--- src/sv/swhc_pkg.sv ---
// shared types and constants for the sliding window hit counter
package swhc_pkg;

  localparam int unsigned TS_W    = 32;
  localparam int unsigned WIN_W   = 16;
  localparam int unsigned COUNT_W = 11;

  localparam logic [WIN_W-1:0] WINDOW_RESET = 16'd300;

  localparam logic CMD_HIT   = 1'b0;
  localparam logic CMD_QUERY = 1'b1;

  typedef struct packed {
    logic            cmd;
    logic [TS_W-1:0] timestamp;
  } in_item_t;

  typedef struct packed {
    logic [COUNT_W-1:0] hit_count;
    logic               lost_hits;
  } out_item_t;

  typedef enum logic {
    ST_IDLE,
    ST_EXPIRE
  } state_t;

  typedef struct packed {
    logic load;
    logic pop;
    logic finish;
  } ctrl_cmd_t;

  typedef struct packed {
    logic expire;
  } dp_status_t;

endpackage

--- src/sv/swhc_dpath.sv ---
// datapath: ring pointers, count, window register, expiry compare, result register
module swhc_dpath #(
  parameter int unsigned DEPTH = 1024
) (
  input  logic                               clk,
  input  logic                               rst_n,
  input  swhc_pkg::in_item_t                 in_item,
  input  logic                               cfg_we,
  input  logic [swhc_pkg::WIN_W-1:0]         cfg_wdata,
  input  swhc_pkg::ctrl_cmd_t                cmd_i,
  output swhc_pkg::dp_status_t               status_o,
  output logic                               ram_we,
  output logic [$clog2(DEPTH)-1:0]           ram_waddr,
  output logic [swhc_pkg::TS_W-1:0]          ram_wdata,
  output logic [$clog2(DEPTH)-1:0]           ram_raddr,
  input  logic [swhc_pkg::TS_W-1:0]          ram_rdata,
  output swhc_pkg::out_item_t                out_item,
  output logic                               out_valid
);

  localparam int unsigned IDX_W = $clog2(DEPTH);
  localparam int unsigned CNT_W = $clog2(DEPTH + 1);
  localparam logic [IDX_W-1:0] LAST_IDX = IDX_W'(DEPTH - 1);
  localparam logic [CNT_W-1:0] FULL_CNT = CNT_W'(DEPTH);

  logic [IDX_W-1:0]          head_r, head_nxt;
  logic [IDX_W-1:0]          tail_r, tail_nxt;
  logic [CNT_W-1:0]          held_r, held_nxt;
  logic                      lost_r, lost_nxt;
  logic [swhc_pkg::WIN_W-1:0] win_r;
  swhc_pkg::in_item_t        item_r;
  logic                      out_valid_r, out_valid_nxt;
  swhc_pkg::out_item_t       out_item_r;
  logic [swhc_pkg::TS_W:0]   limit;
  logic                      full;
  logic                      push;

  function automatic logic [IDX_W-1:0] ring_next(input logic [IDX_W-1:0] pos);
    ring_next = (pos == LAST_IDX) ? '0 : pos + 1'b1;
  endfunction

  assign limit = {1'b0, ram_rdata} + {{(swhc_pkg::TS_W + 1 - swhc_pkg::WIN_W){1'b0}}, win_r};
  assign status_o.expire = (held_r != '0) && (limit <= {1'b0, item_r.timestamp});
  assign full = (held_r == FULL_CNT);
  assign push = cmd_i.finish && (item_r.cmd == swhc_pkg::CMD_HIT) && !full;

  always_comb begin
    head_nxt      = head_r;
    tail_nxt      = tail_r;
    held_nxt      = held_r;
    lost_nxt      = lost_r;
    out_valid_nxt = 1'b0;
    if (cmd_i.pop) begin
      head_nxt = ring_next(head_r);
      held_nxt = held_r - 1'b1;
    end
    if (cmd_i.finish) begin
      if (item_r.cmd == swhc_pkg::CMD_QUERY) begin
        out_valid_nxt = 1'b1;
      end else if (full) begin
        lost_nxt = 1'b1;
      end else begin
        tail_nxt = ring_next(tail_r);
        held_nxt = held_r + 1'b1;
      end
    end
  end

  // read address follows the next head so the registered read shows that entry in the next cycle
  assign ram_raddr = head_nxt;
  assign ram_we    = push;
  assign ram_waddr = tail_r;
  assign ram_wdata = item_r.timestamp;

  always_ff @(posedge clk) begin
    if (!rst_n) begin
      head_r      <= '0;
      tail_r      <= '0;
      held_r      <= '0;
      lost_r      <= 1'b0;
      win_r       <= swhc_pkg::WINDOW_RESET;
      out_valid_r <= 1'b0;
    end else begin
      head_r      <= head_nxt;
      tail_r      <= tail_nxt;
      held_r      <= held_nxt;
      lost_r      <= lost_nxt;
      out_valid_r <= out_valid_nxt;
      if (cfg_we) begin
        win_r <= cfg_wdata;
      end
    end
  end

  always_ff @(posedge clk) begin
    if (cmd_i.load) begin
      item_r <= in_item;
    end
    if (out_valid_nxt) begin
      out_item_r.hit_count <= swhc_pkg::COUNT_W'(held_r);
      out_item_r.lost_hits <= lost_r;
    end
  end

  assign out_item  = out_item_r;
  assign out_valid = out_valid_r;

`ifndef ASSERT_OFF
  a_held_bound: assert property (@(posedge clk) disable iff (!rst_n)
    held_r <= FULL_CNT)
    else $error("held count above ring depth");

  a_pop_finish_excl: assert property (@(posedge clk) disable iff (!rst_n)
    !(cmd_i.pop && cmd_i.finish))
    else $error("pop and finish in the same cycle");

  a_pop_nonempty: assert property (@(posedge clk) disable iff (!rst_n)
    cmd_i.pop |-> (held_r != '0))
    else $error("pop from an empty ring");

  a_out_after_query: assert property (@(posedge clk) disable iff (!rst_n)
    out_valid_r |-> $past(cmd_i.finish && item_r.cmd == swhc_pkg::CMD_QUERY))
    else $error("result strobe without a finished query");

  a_lost_sticky: assert property (@(posedge clk) disable iff (!rst_n)
    $past(lost_r) && $past(rst_n) |-> lost_r)
    else $error("lost flag cleared outside reset");
`endif

endmodule

--- config.mk ---
export PLATFORM = sky130hd
export DESIGN_NAME = swhc_dpath
export DESIGN_NICKNAME = d
export VERILOG_FILES = /design/src/sv/swhc_pkg.sv /design/src/sv/swhc_dpath.sv
export SDC_FILE = /design/constraint.sdc
export NUM_CORES = 1
export LEC_CHECK = 0
export BUFFER_PORTS_ARGS = -buffer_cell sky130_fd_sc_hd__buf_2
export CORE_MARGIN = 10
export CORE_UTILIZATION = 54
export CTS_CLUSTER_DIAMETER = 120
export DETAILED_ROUTE_END_ITERATION = 7
export PLACE_DENSITY_LB_ADDON = 0.2
export SKIP_LAST_GASP = 1
export SLEW_MARGIN = 25
export SYNTH_ARGS = -nofsm -noshare
export SYNTH_HDL_FRONTEND = slang
export SYNTH_SLANG_ARGS = --single-unit
--- constraint.sdc ---
create_clock -name clk -period 4.2 [get_ports clk]
set_input_delay 0.21 -clock clk [delete_from_list [all_inputs] [get_ports clk]]
set_output_delay 0.21 -clock clk [all_outputs]
set_load 0.01 [all_outputs]
# Yosys cells after proc, flatten, opt, wreduce, memory -nomap -nowiden
# Index checks and enable logic that the tools add are counted.
[word_totals]
ff_bits = 94
word_cells = 37
in_bits = 87
out_inout_bits = 67
[op_classes]
n_reduce_logical = 7
magnitude_cmp = 1
addsub = 5
n_eq_ne = 3
bitwise = 2
muxes = 9
[ops]
columns = ["operator", "count"]
rows = [
  ["11-bit 2-to-1 mux", 4],
  ["32-bit by 16-bit adder with 33-bit output", 1],
  ["33-bit by 32-bit <= comparator with 1-bit output", 1],
  ["10-bit 2-to-1 mux", 3],
  ["10-bit by 1-bit adder with 10-bit output (second input constant)", 2],
  ["10-bit == test (second input constant)", 2],
  ["11-bit by 1-bit adder with 11-bit output (second input constant)", 1],
  ["11-bit == test (second input constant)", 1],
  ["11-bit nonzero test", 1],
  ["11-bit by 1-bit subtractor with 11-bit output (second input constant)", 1],
  ["3-bit AND reduction", 2],
  ["1-bit logical AND", 3],
  ["1-bit 2-to-1 mux", 2],
  ["1-bit NOT", 2],
  ["1-bit logical NOT", 1],
]

# Depth between registers and ports, before layout
# Gate-level depths: netlist of the first run.
[logic_depth]
depth_word = 5
ltp_mapped = 16
mapped_depth_nobuf = 16

# Worst setup path before layout of the first run
# OpenSTA, ideal clock, no wires.
[synth_path]
path_type = "reg-to-output"
start = "reg win_r[0] (netlist bit)"
end = "out status_o"
t_required_ns = 3.990
setup_slack_ns = 0.534
stages_incl_launch_ff = 17
path_buffers = 0
arrival_ns = 3.456
cell_sequence = "dfxtp_1 > ha_1 > inv_1 > fa_1 > nand2b_1 > a211oi_2 > o221ai_2 > o311ai_4 > nand4_1 > xnor2_1 > ha_1 > nand4_1 > nor4_1 > a31oi_1 > a21oi_1 > a21oi_1 > a211oi_1"
[synth_via]
elab_chain_len = 3
[synth_lines]
columns = ["element", "line", "source"]
rows = [
  ["start, declared", "swhc_dpath.sv:30", "logic [swhc_pkg::WIN_W-1:0] win_r;"],
  ["start signal, assigned", "swhc_dpath.sv:81", "win_r <= swhc_pkg::WINDOW_RESET;"],
  ["start signal, assigned", "swhc_dpath.sv:90", "win_r <= cfg_wdata;"],
  ["32-bit by 16-bit adder with 33-bit output", "swhc_dpath.sv:42", "assign limit = {1'b0, ram_rdata} + {{(swhc_pkg::TS_W + 1 - swhc_pkg::WIN_W){1'b0}}, win_r};"],
  ["33-bit by 32-bit <= comparator with 1-bit output", "swhc_dpath.sv:43", "assign status_o.expire = (held_r != '0) && (limit <= {1'b0, item_r.timestamp});"],
  ["1-bit logical AND", "swhc_dpath.sv:43", ""],
  ["end, declared", "swhc_dpath.sv:11", "output swhc_pkg::dp_status_t status_o,"],
]
# Every way passes these cells.

# Worst setup path in the final report of the first run
# Ends and elaborated chain as after synthesis.

==> results.sh, run 1 <==
export IMPL_wl_met3_um=755
export IMPL_startpoint_type="flop"
export IMPL_fin_crit_sh_pct=100.3
export IMPL_fin_util_pct=68.37
export IMPL_grt_overflow_total=0
export IMPL_worstMarginPinSlew_ns=0.8188
export IMPL_grt_first_pass_wirelength_um=25920
export IMPL_routed_top_layer="met4"
export IMPL_grt_max_degree=40
export IMPL_max_stage_delay_ns=0.36
export IMPL_finish_instance_area_um2=7380
export IMPL_mappedNetlistNets=758
export IMPL_yosysSeqAreaShare_pct=39.30
export IMPL_seqCellArea_um2=2333
export IMPL_syn_area_per_cell_um2=9.603
export IMPL_hpwl_um=12150
export IMPL_timing_hold_ws_ns=0.001361
export IMPL_power_leakage_nw=3.394
export IMPL_min_from="in_item[13]"
export IMPL_r2r_end="ram_waddr[5]"
export IMPL_cts_root_buf="clkbuf_8"
export IMPL_grt_use_total_pct=19.91
export IMPL_drtPass1Iterations=5
export IMPL_clockBufferDepth=2
export IMPL_synth_cells=618
export IMPL_cts_sinks=94
export IMPL_row_count=38
export IMPL_slowest_stage="dfxtp_2"
export IMPL_dieArea_um2=15580
export IMPL_io_pins=154
export IMPL_peakVddDrop_mv=0.2518
export IMPL_antenna_found_initial=1
export IMPL_die_h_um=124.8
export IMPL_r2r_slack_ns=1.89
export IMPL_hold_path_end="ram_wdata[13]"
export IMPL_vias_per_cell=5.431
export IMPL_antenna_left=0
export IMPL_start_util_pct=54.98
export IMPL_clock_skew_ns=0.004906
export IMPL_report_final_slew_viol_count=0
export IMPL_die_w_um=124.8
export IMPL_multi_input_area_um2=3283
export IMPL_drive_above_1_share_pct=28.44
export IMPL_syn_cell_area_um2=5934
export IMPL_cp_num_buf_inv=4
export IMPL_final_cell_mix="153 x buf_2, 48 x dfxtp_1, 46 x ha_1"
export IMPL_clk_latency_ns=0.38
export IMPL_path_class="reg -> out"
export IMPL_path_cells="ha_4, inv_2, fa_2, nand2b_4, a211oi_4, o221ai_4, o311ai_4, buf_12, and3_4, xor2_1, ha_1, buf_4, a21oi_1, a21oi_1, a211oi_2, a21oi_1, a211oi_2, buf_2"
export IMPL_worstRegToRegCells=9
export IMPL_route_vias_total=5024
export IMPL_wirelength_um=16180
export IMPL_drt_iter0_drc=243
export IMPL_critPathTopFamily="compound AO/OA/AOI/OAI gates"
export IMPL_max_slew_margin_pct=45.41
export IMPL_r2r_start="held_r[1]"
export IMPL_crit_fanout=8
export IMPL_synthAdderAreaFrac_pct=11.30
export IMPL_grt_setup_unrepaired="true"
export IMPL_io_buffer_count=153
export IMPL_violations="negative setup slack"
export IMPL_fill_cells=847
export IMPL_cp_end_kind="output pin"
export IMPL_setup_violations=1
export IMPL_cts_htree_levels=3
export IMPL_final_common_cell="buf_2"
export IMPL_synth_seq_cells=94
export IMPL_synth_top_family_by_area="simple AND/OR/NAND/NOR gates"
export IMPL_final_setup_worst_slack_ns=-0.01392
export IMPL_met1_length_um=6866
export IMPL_drt_wirelength_per_cell_um=17.49
export IMPL_drv_cap=0
export IMPL_path_clk_slew_ns=0.09
export IMPL_required_ns=3.99
export IMPL_drc=0
export IMPL_synth_cell_type_count=61
export IMPL_ys_warn_count=0
export IMPL_fmax_mhz=237.3
export IMPL_synthFlopType="dfxtp_1"
export IMPL_nets=919
export IMPL_async_flop_share_pct=0
export IMPL_dr_wl_met2_um=8262
export IMPL_status="complete, but fails checks"
export IMPL_period_needed_ns=4.214
export IMPL_grt_pass1_vias=5154
export IMPL_finalSetupTns_ns=-0.01392
export IMPL_synth_edf_count=45
export IMPL_syn2layout_area_growth_pct=24.35
export IMPL_cts_buffers=9
export IMPL_cp_arrival_ns=4.00
export IMPL_hold_class="in -> reg"
export IMPL_dp_cells=862
export IMPL_cpMostUsedCell="a21oi_1"
export IMPL_place_congestion=0.9161
export IMPL_synth_compound_area_share_pct=12.44
export IMPL_critical_path_cell_count=18
export IMPL_muxShareOfSynthArea_pct=3.057
export IMPL_tritoncts="yes"
export IMPL_synth_simple_area_share_pct=17.58
export IMPL_p_per_area_nw_per_um2=324.9
export IMPL_place_ws_ns=-0.07096
export IMPL_core_area_um2=10790
export IMPL_whs_path_depth=1
export IMPL_placed_cell_area_um2=6543
export IMPL_power_total_mw=2.398
export IMPL_synthXorXnorAreaFrac_pct=7.674
export IMPL_instances_no_fill=925
export IMPL_hold_viol=0
-- layout make-up --
cell class	instances	share of cell area, %
Multi-Input combinational cell	428	44.49
Clock buffer	10	1.729
Timing Repair Buffer	200	16.40
Clock inverter	6	1.017
Tap cell	140	2.374
Sequential cell	94	31.62
Antenna cell	1	0.03391
Inverter	46	2.340
-- flip-flops by register name, indices dropped and copies added (netlist names) --
name	flops
out_item	12
win_r	16
ram_waddr	10
out_valid	1
head_r	10
lost_r	1
item_r	1
ram_wdata	32
held_r	11
-- kinds of logic (layout without fill, tap and decap cells) --
| group | Yosys count | after routing |
|---|---|---|
| simple gates | 197 | 197 |
| compound gates | 108 | 108 |
| buf+inv | 96 | 262 |
| flops | 94 | 94 |
| fa+ha+maj | 53 | 53 |
| xor+xnor | 52 | 52 |
| mux | 18 | 18 |
| other cells | 0 | 1 |
-- routing by layer --
layer | up-vias | track usage (%)
met1 | 2394 | 22.98
met4 | 0 | 6.504
met2 | 128 | 35.92
met3 | 21 | 3.915
li1 | 2481 | -
met5 | - | 0
-- synthesized netlist by cell type, drive strengths merged (5+ instances only) --
| cell type | number | area, um2 |
|---|---|---|
| ha | 52 | 650.6 |
| clkbuf | 11 | 43.79 |
| inv | 46 | 172.7 |
| nand3 | 27 | 135.1 |
| o21ai | 19 | 95.09 |
| xor2 | 23 | 201.4 |
| nand4 | 17 | 106.4 |
| dfxtp | 49 | 980.9 |
| o21a | 6 | 45.04 |
| a21o | 7 | 52.55 |
| mux2i | 17 | 170.2 |
| a211oi | 8 | 70.06 |
| and3 | 17 | 106.4 |
| xnor2 | 29 | 254.0 |
| and2 | 16 | 100.1 |
| nand2b | 5 | 31.28 |
| nor2b | 18 | 112.6 |
| nand2 | 42 | 157.7 |
| nor2 | 37 | 138.9 |
| edfxtp | 45 | 1351 |
| a21oi | 38 | 190.2 |
| buf | 39 | 296.5 |
-- what timing repair did --
item                       4_1_cts  5_1_grt
hold endpoints to repair        30        0
pin swaps                       18       15
buffers inserted                 9        7
hold buffers                    30        0
resized for setup               25       13
setup endpoints to repair        1        1
-- how the worst max path moves through the flow --
stage,endpoint,slack [ns],start
after floorplan,status_o,0.53,win_r[0]
after global placement,status_o,0.04,ram_rdata[10]
after detailed placement,status_o,-0.07,win_r[0]
after CTS,status_o,-0.10,win_r[0]
after global routing,status_o,-0.22,win_r[3]
final,status_o,-0.01,win_r[0]
-- power breakdown --
group	total (mW)	switching, mW	internal [mW]
clock network	0.644	0.358	0.286
logic	0.652	0.351	0.301
registers	1.10	0.0673	1.03
Note: power is estimated with default switching activity, not from simulation.
==> run 2: changes to the inputs <==
--- a/config.mk
+++ b/config.mk
@@ -10,7 +10,9 @@
 export CORE_UTILIZATION = 54
 export CTS_CLUSTER_DIAMETER = 120
 export DETAILED_ROUTE_END_ITERATION = 7
+export MAX_ROUTING_LAYER = met4
 export PLACE_DENSITY_LB_ADDON = 0.2
+export SETUP_SLACK_MARGIN = 0.4
 export SKIP_LAST_GASP = 1
 export SLEW_MARGIN = 25
 export SYNTH_ARGS = -nofsm -noshare
==> run 2 against run 1 <==
  * The flow now finishes without violations
  * Die area unchanged
  * Worst setup slack better by 0.021 ns
  * Register-to-register slack about the same
  * Maximum frequency up 0.50%
  * Final area down 3.2%
  * Non-clock buffer count down 23
  * Clock skew up 0.00071 ns
  * Final cell count down 2.6%
  * Sequential share of layout area up 1.1 points
  * Sequential cell count unchanged
  * Sequential power about the same
  * Largest cell class unchanged
==> results.sh, run 2 (synthesized netlist as in run 1, its figures left out) <==
export IMPL_start_util_pct=54.98
export IMPL_placed_cell_area_um2=6550
export IMPL_path_cells="ha_1, nand4_1, o221ai_2, or3_4, or2_1, a31oi_2, xnor2_1, ha_1, nand4_1, nor4_4, buf_4, a31oi_1, a21oi_1, a21oi_1, a211oi_2, buf_2"
export IMPL_clk_latency_ns=0.36
export IMPL_hold_viol=0
export IMPL_drt_iter0_drc=236
export IMPL_grt_pass1_vias=5146
export IMPL_die_w_um=124.8
export IMPL_startpoint_type="flop"
export IMPL_dp_cells=863
export IMPL_required_ns=3.99
export IMPL_nets=896
export IMPL_fill_cells=931
export IMPL_period_needed_ns=4.193
export IMPL_drt_wirelength_per_cell_um=17.66
export IMPL_grt_first_pass_wirelength_um=25990
export IMPL_antenna_found_initial=0
export IMPL_met2_usage_pct=35.55
export IMPL_report_final_slew_viol_count=0
export IMPL_setup_violations=0
export IMPL_path_clk_slew_ns=0.10
export IMPL_syn2layout_area_growth_pct=20.39
export IMPL_instances_no_fill=901
export IMPL_drc=0
export IMPL_antenna_left=0
export IMPL_io_buffer_count=153
export IMPL_max_slew_margin_pct=47.44
export IMPL_dieArea_um2=15580
export IMPL_final_setup_worst_slack_ns=0.006941
export IMPL_pwr_share_comb_pct=26.4
export IMPL_io_pins=154
export IMPL_path_class="reg -> out"
export IMPL_met3_usage_pct=3.574
export IMPL_fmax_mhz=238.5
export IMPL_status="complete, no violations"
export IMPL_tritoncts="yes"
export IMPL_fin_crit_sh_pct=99.83
export IMPL_p_int_mw=1.621
export IMPL_final_cell_mix="153 x buf_2, 50 x ha_1, 47 x dfxtp_1"
export IMPL_cts_sinks=94
export IMPL_worstMarginPinSlew_ns=0.7884
export IMPL_crit_fanout=5
export IMPL_largest_reg_flops=32
export IMPL_peakVddDrop_mv=0.1953
export IMPL_row_count=38
export IMPL_switching_share_pct=32.06
export IMPL_grt_use_total_pct=20.53
export IMPL_grt_busiest_layer="met2"
export IMPL_clockBufferDepth=2
export IMPL_finish_instance_area_um2=7144
export IMPL_share_seq_of_total_power_pct=46.1
export IMPL_wirelength_um=15910
export IMPL_use_met1_pct=23.56
export IMPL_cts_htree_levels=3
export IMPL_grt_setup_unrepaired="true"
export IMPL_power_frac_clock_pct=27.4
export IMPL_core_area_um2=10790
export IMPL_clock_skew_ns=0.005618
export IMPL_place_congestion=0.9258
export IMPL_die_h_um=124.8
export IMPL_power_leakage_nw=3.318
export IMPL_cts_root_buf="clkbuf_8"
export IMPL_vias_per_cell=5.424
export IMPL_drive_above_1_share_pct=27.99
export IMPL_netSwitchingPower_mw=0.7652
export IMPL_cts_buffers=9
export IMPL_hpwl_um=12620
export IMPL_slowest_stage="or3_4"
export IMPL_n_antenna_cell=0
export IMPL_hold_class="in -> reg"
export IMPL_power_total_mw=2.387
export IMPL_cp_arrival_ns=3.98
export IMPL_place_ws_ns=-0.1977
export IMPL_grt_max_degree=40
export IMPL_fin_util_pct=66.20
export IMPL_drv_cap=0
export IMPL_grt_overflow_total=0
export IMPL_cp_end_kind="output pin"
export IMPL_max_stage_delay_ns=0.40
export IMPL_drtPass1Iterations=4
export IMPL_p_per_area_nw_per_um2=334.1
export IMPL_final_common_cell="buf_2"
export IMPL_route_vias_total=4887
[run 2: worst max-delay path: cells and delay by family (launching register included)]
kind,cells,cell delay (ns)
xor+xnor,1,0.11
flops,1,0.34
buf+inv,2,0.35
simple gates,5,1.33
fa+ha+maj,2,0.73
compound gates,6,0.77
[run 2: repair_timing]
action                                 CTS  global route
setup endpoints to repair                1             1
endpoints found under the hold margin   12             1
setup buffers                            5             4
hold buffers                            12             1
pin swaps                                9             6
resized for setup                       16            15
[run 2: power by group through the flow]
stage	Clock (mW)	Combinational [mW]	Sequential, mW
finish	0.655	0.631	1.10
global route	0.712	0.706	1.11
CTS	0.670	0.614	1.10
detailed placement	0	0.579	1.12
global placement	0	0.567	1.12
floorplan	0	0.429	1.10
[run 2: path summary, 6_finish.rpt]
kind / depth (start not counted) / slack (ns) / to / from
setup reg to reg: 8 / 1.89 / ram_waddr[4] / held_r[1]
hold / removal: 1 / 0.02 / ram_wdata[8] / in_item[8]
setup / recovery: 16 / 0.007 / status_o / win_r[7]
hold reg to reg: 0 / 0.46 / out_item[0] / lost_r
[run 2: final cells by class]
type	count	area, um2	area share [%]
Clock inverter	6	76.32	1.068
Clock buffer	10	137.6	1.926
Timing Repair Buffer	177	991.0	13.87
Tap cell	140	175.2	2.452
Sequential cell	94	2335	32.68
Inverter	46	172.7	2.417
Multi-Input combinational cell	428	3257	45.59
[run 2: metrics by stage]
| stage | TNS, ns | hold WS, ns |
|---|---|---|
| 6_report | 0 | 0.01654 |
| 5_1_grt | -0.2736 | -0.001093 |
| 4_1_cts | -0.05113 | 0.0001648 |
| 3_5_place_dp | -0.1977 | 0.3882 |
| 3_3_place_gp | -0.09501 | 0.3870 |
| 2_1_floorplan | 0 | 0.3089 |
[run 2: per-layer routing]
| metal | routed length (um) | vias to the layer above |
|---|---|---|
| li1 | - | 2438 |
| met1 | 6774 | 2301 |
| met2 | 8031 | 126 |
| met3 | 835 | 22 |
| met4 | 270 | 0 |
| met5 | 0 | - |
==> run 3: changes to the inputs <==
--- a/config.mk
+++ b/config.mk
@@ -5,6 +5,7 @@
 export SDC_FILE = /design/constraint.sdc
 export NUM_CORES = 1
 export LEC_CHECK = 0
+export ABC_AREA = 1
 export BUFFER_PORTS_ARGS = -buffer_cell sky130_fd_sc_hd__buf_2
 export CORE_MARGIN = 10
 export CORE_UTILIZATION = 54
==> run 3 against run 2 <==
  * Sequential share of layout area down 0.75 points
  * Sequential cell count unchanged
  * Clock skew grew 0.0015 ns
  * First-iteration DRC count grew 47%
  * Register-to-register slack improved by 0.14 ns
  * Global-route usage grew 0.37 points
  * Critical path depth rose by 8
  * Worst setup slack gained 0.44 ns
  * Critical path type unchanged
==> results.sh, run 3 <==
export IMPL_clock_skew_ns=0.007119
export IMPL_grt_pass1_vias=5583
export IMPL_path_clk_slew_ns=0.10
export IMPL_multi_input_area_um2=3087
export IMPL_vias_per_cell=5.231
export IMPL_seqCellArea_um2=2333
export IMPL_fill_cells=930
export IMPL_finalSetupTns_ns=0
export IMPL_fin_crit_sh_pct=89.32
export IMPL_largest_reg_flops=32
export IMPL_worstRegToRegCells=13
export IMPL_grt_overflow_total=0
export IMPL_placed_cell_area_um2=6683
export IMPL_grt_use_total_pct=20.90
export IMPL_syn2layout_area_growth_pct=21.11
export IMPL_synth_cell_type_count=41
export IMPL_grt_setup_unrepaired="true"
export IMPL_die_w_um=125.7
export IMPL_fin_util_pct=67.12
export IMPL_dieArea_um2=15800
export IMPL_grt_max_degree=34
export IMPL_period_needed_ns=3.751
export IMPL_start_util_pct=55.42
export IMPL_final_common_cell="buf_2"
export IMPL_fmax_mhz=266.6
export IMPL_min_from="in_item[10]"
export IMPL_hpwl_um=13160
export IMPL_drt_iter0_drc=347
export IMPL_core_area_um2=10890
export IMPL_hold_path_end="ram_wdata[10]"
export IMPL_instances_no_fill=1060
export IMPL_synth_seq_cells=94
export IMPL_synth_most_common_cell="nand2_1"
export IMPL_path_class="reg -> out"
export IMPL_power_leakage_nw=3.517
export IMPL_crit_fanout=4
export IMPL_wirelength_um=16940
export IMPL_path_cells="ha_4, inv_1, fa_2, o21ai_2, nand2_1, nand2_2, nand2_2, nand2_2, a21oi_4, o21ai_2, xor2_1, ha_1, nand2_1, inv_1, o21ai_0, nand2_1, a21oi_1, nand2_1, nand2_1, nand2_1, nand2_1, nand2_1, a21oi_2, buf_2"
export IMPL_clk_latency_ns=0.38
export IMPL_cp_end_kind="output pin"
export IMPL_cts_htree_levels=3
export IMPL_grt_first_pass_wirelength_um=26680
export IMPL_mappedNetlistNets=901
export IMPL_io_buffer_count=153
export IMPL_peakVddDrop_mv=0.2353
export IMPL_syn_cell_area_um2=6035
export IMPL_final_cell_mix="153 x buf_2, 132 x nand2_1, 109 x inv_1"
export IMPL_row_count=38
export IMPL_hold_viol=0
export IMPL_synth_area_leaders="edfxtp_1 22%, dfxtp_1 16%, ha_1 11%"
export IMPL_tritoncts="yes"
export IMPL_async_flop_share_pct=0
export IMPL_dp_cells=1013
export IMPL_route_vias_total=5545
export IMPL_cts_buffers=9
export IMPL_io_pins=154
export IMPL_drive_above_1_share_pct=23.26
export IMPL_r2r_end="ram_waddr[8]"
export IMPL_synth_top_area_share_pct=22.39
export IMPL_drtPass1Iterations=4
export IMPL_cpMostUsedCell="nand2_1"
export IMPL_syn_area_per_cell_um2=7.930
export IMPL_power_total_mw=2.363
export IMPL_r2r_start="held_r[0]"
export IMPL_max_slew_margin_pct=49.31
export IMPL_slowest_stage="fa_2"
export IMPL_required_ns=3.99
export IMPL_finish_instance_area_um2=7308
export IMPL_status="complete, no violations"
export IMPL_die_h_um=125.7
export IMPL_switching_share_pct=32.66
export IMPL_clockBufferDepth=2
export IMPL_power_frac_clock_pct=27.7
export IMPL_drt_wirelength_per_cell_um=15.98
export IMPL_synth_commonest_cells="139 x nand2_1, 110 x inv_1, 79 x nor2_1"
export IMPL_max_stage_delay_ns=0.40
export IMPL_whs_path_depth=1
export IMPL_cp_arrival_ns=3.54
export IMPL_p_per_area_nw_per_um2=323.4
export IMPL_synthFlopType="dfxtp_1"
export IMPL_n_antenna_cell=0
export IMPL_synth_cells=761
export IMPL_ys_warn_count=0
export IMPL_share_seq_of_total_power_pct=45.2
export IMPL_report_final_slew_viol_count=0
export IMPL_cts_root_buf="clkbuf_8"
export IMPL_p_int_mw=1.592
export IMPL_yosysTopAreaCell="edfxtp_1"
export IMPL_synth_edf_count=45
export IMPL_pwr_share_comb_pct=27.2
export IMPL_netSwitchingPower_mw=0.7719
export IMPL_worstMarginPinSlew_ns=0.7604
export IMPL_nets=1055
export IMPL_antenna_found_initial=0
export IMPL_yosysSeqAreaShare_pct=38.65
export IMPL_startpoint_type="flop"
export IMPL_r2r_slack_ns=2.03
export IMPL_setup_violations=0
export IMPL_hold_class="in -> reg"
export IMPL_antenna_left=0
export IMPL_drv_cap=0
export IMPL_cts_sinks=94
export IMPL_place_congestion=0.9562
export IMPL_drc=0
run 3: per-layer routing:
metal  vias up  track usage [%]  routed length [um]
met5         -                -                   0
met4         0            8.604                 435
li1       2787                -                   -
met1      2523            23.93                7189
met2       196            35.45                8388
met3        39            3.607                 925
run 3: kinds of logic after synthesis:
| family | Yosys count | synth area share [%] |
|---|---|---|
| AOI/OAI and AO/OA | 116 | 10.62 |
| xor gates and xnor gates | 36 | 5.225 |
| adders and majority gates | 53 | 11.11 |
| buffers and inverters | 154 | 11.96 |
| DFF | 94 | 38.65 |
| muxes | 1 | 0.1659 |
| and+or+nand+nor | 307 | 22.27 |
run 3: worst max path at each step:
| stage | startpoint | to | slack [ns] | cells after the start |
|---|---|---|---|---|
| 2_1_floorplan | win_r[0] | status_o | 1.03 | 23 |
| 3_3_place_gp | win_r[0] | status_o | 0.71 | 24 |
| 3_5_place_dp | win_r[0] | status_o | 0.62 | 24 |
| 4_1_cts | win_r[0] | status_o | 0.42 | 23 |
| 5_1_grt | win_r[0] | status_o | 0.22 | 24 |
| 6_report | win_r[0] | status_o | 0.45 | 24 |
run 3: through the flow:
stage | hold slack, ns | worst slack (ns)
final | 0.01821 | 0.4486
after CTS | 0.0006733 | 0.4193
after detailed placement | 0.3881 | 0.6160
after global routing | 0.006654 | 0.2215
after global placement | 0.3870 | 0.7085
after floorplan | 0.3089 | 1.033
run 3: power groups by stage:
| stage | logic (mW) | clock network (mW) | registers [mW] |
|---|---|---|---|
| 2_1_floorplan | 0.407 | 0 | 1.08 |
| 3_3_place_gp | 0.567 | 0 | 1.09 |
| 3_5_place_dp | 0.581 | 0 | 1.09 |
| 4_1_cts | 0.610 | 0.668 | 1.07 |
| 5_1_grt | 0.719 | 0.701 | 1.07 |
| 6_report | 0.642 | 0.654 | 1.07 |
run 3: what timing repair did:
item,4_1_cts,5_1_grt
hold endpoints to repair,28,0
pin swaps,3,16
cloned,0,0
buffers inserted,1,2
gates resized for setup,6,27
hold buffers,28,0
endpoints found under the setup margin,1,1
run 3: cell type report:
class / instances / area share, %
clock buffers: 11 / 2.072
clock inverters: 5 / 0.8731
inverters: 113 / 5.872
multi-input cells: 513 / 42.24
flip-flops and latches: 94 / 31.93
well taps: 140 / 2.397
repair buffers: 184 / 14.62
run 3: critical path: cells and delay by family (launching register included):
kind / cells / cell delay [ns]
xor+xnor: 1 / 0.17
simple gates: 11 / 0.80
compound gates: 6 / 0.80
buf+inv: 3 / 0.24
fa+ha+maj: 3 / 0.79
flops: 1 / 0.36
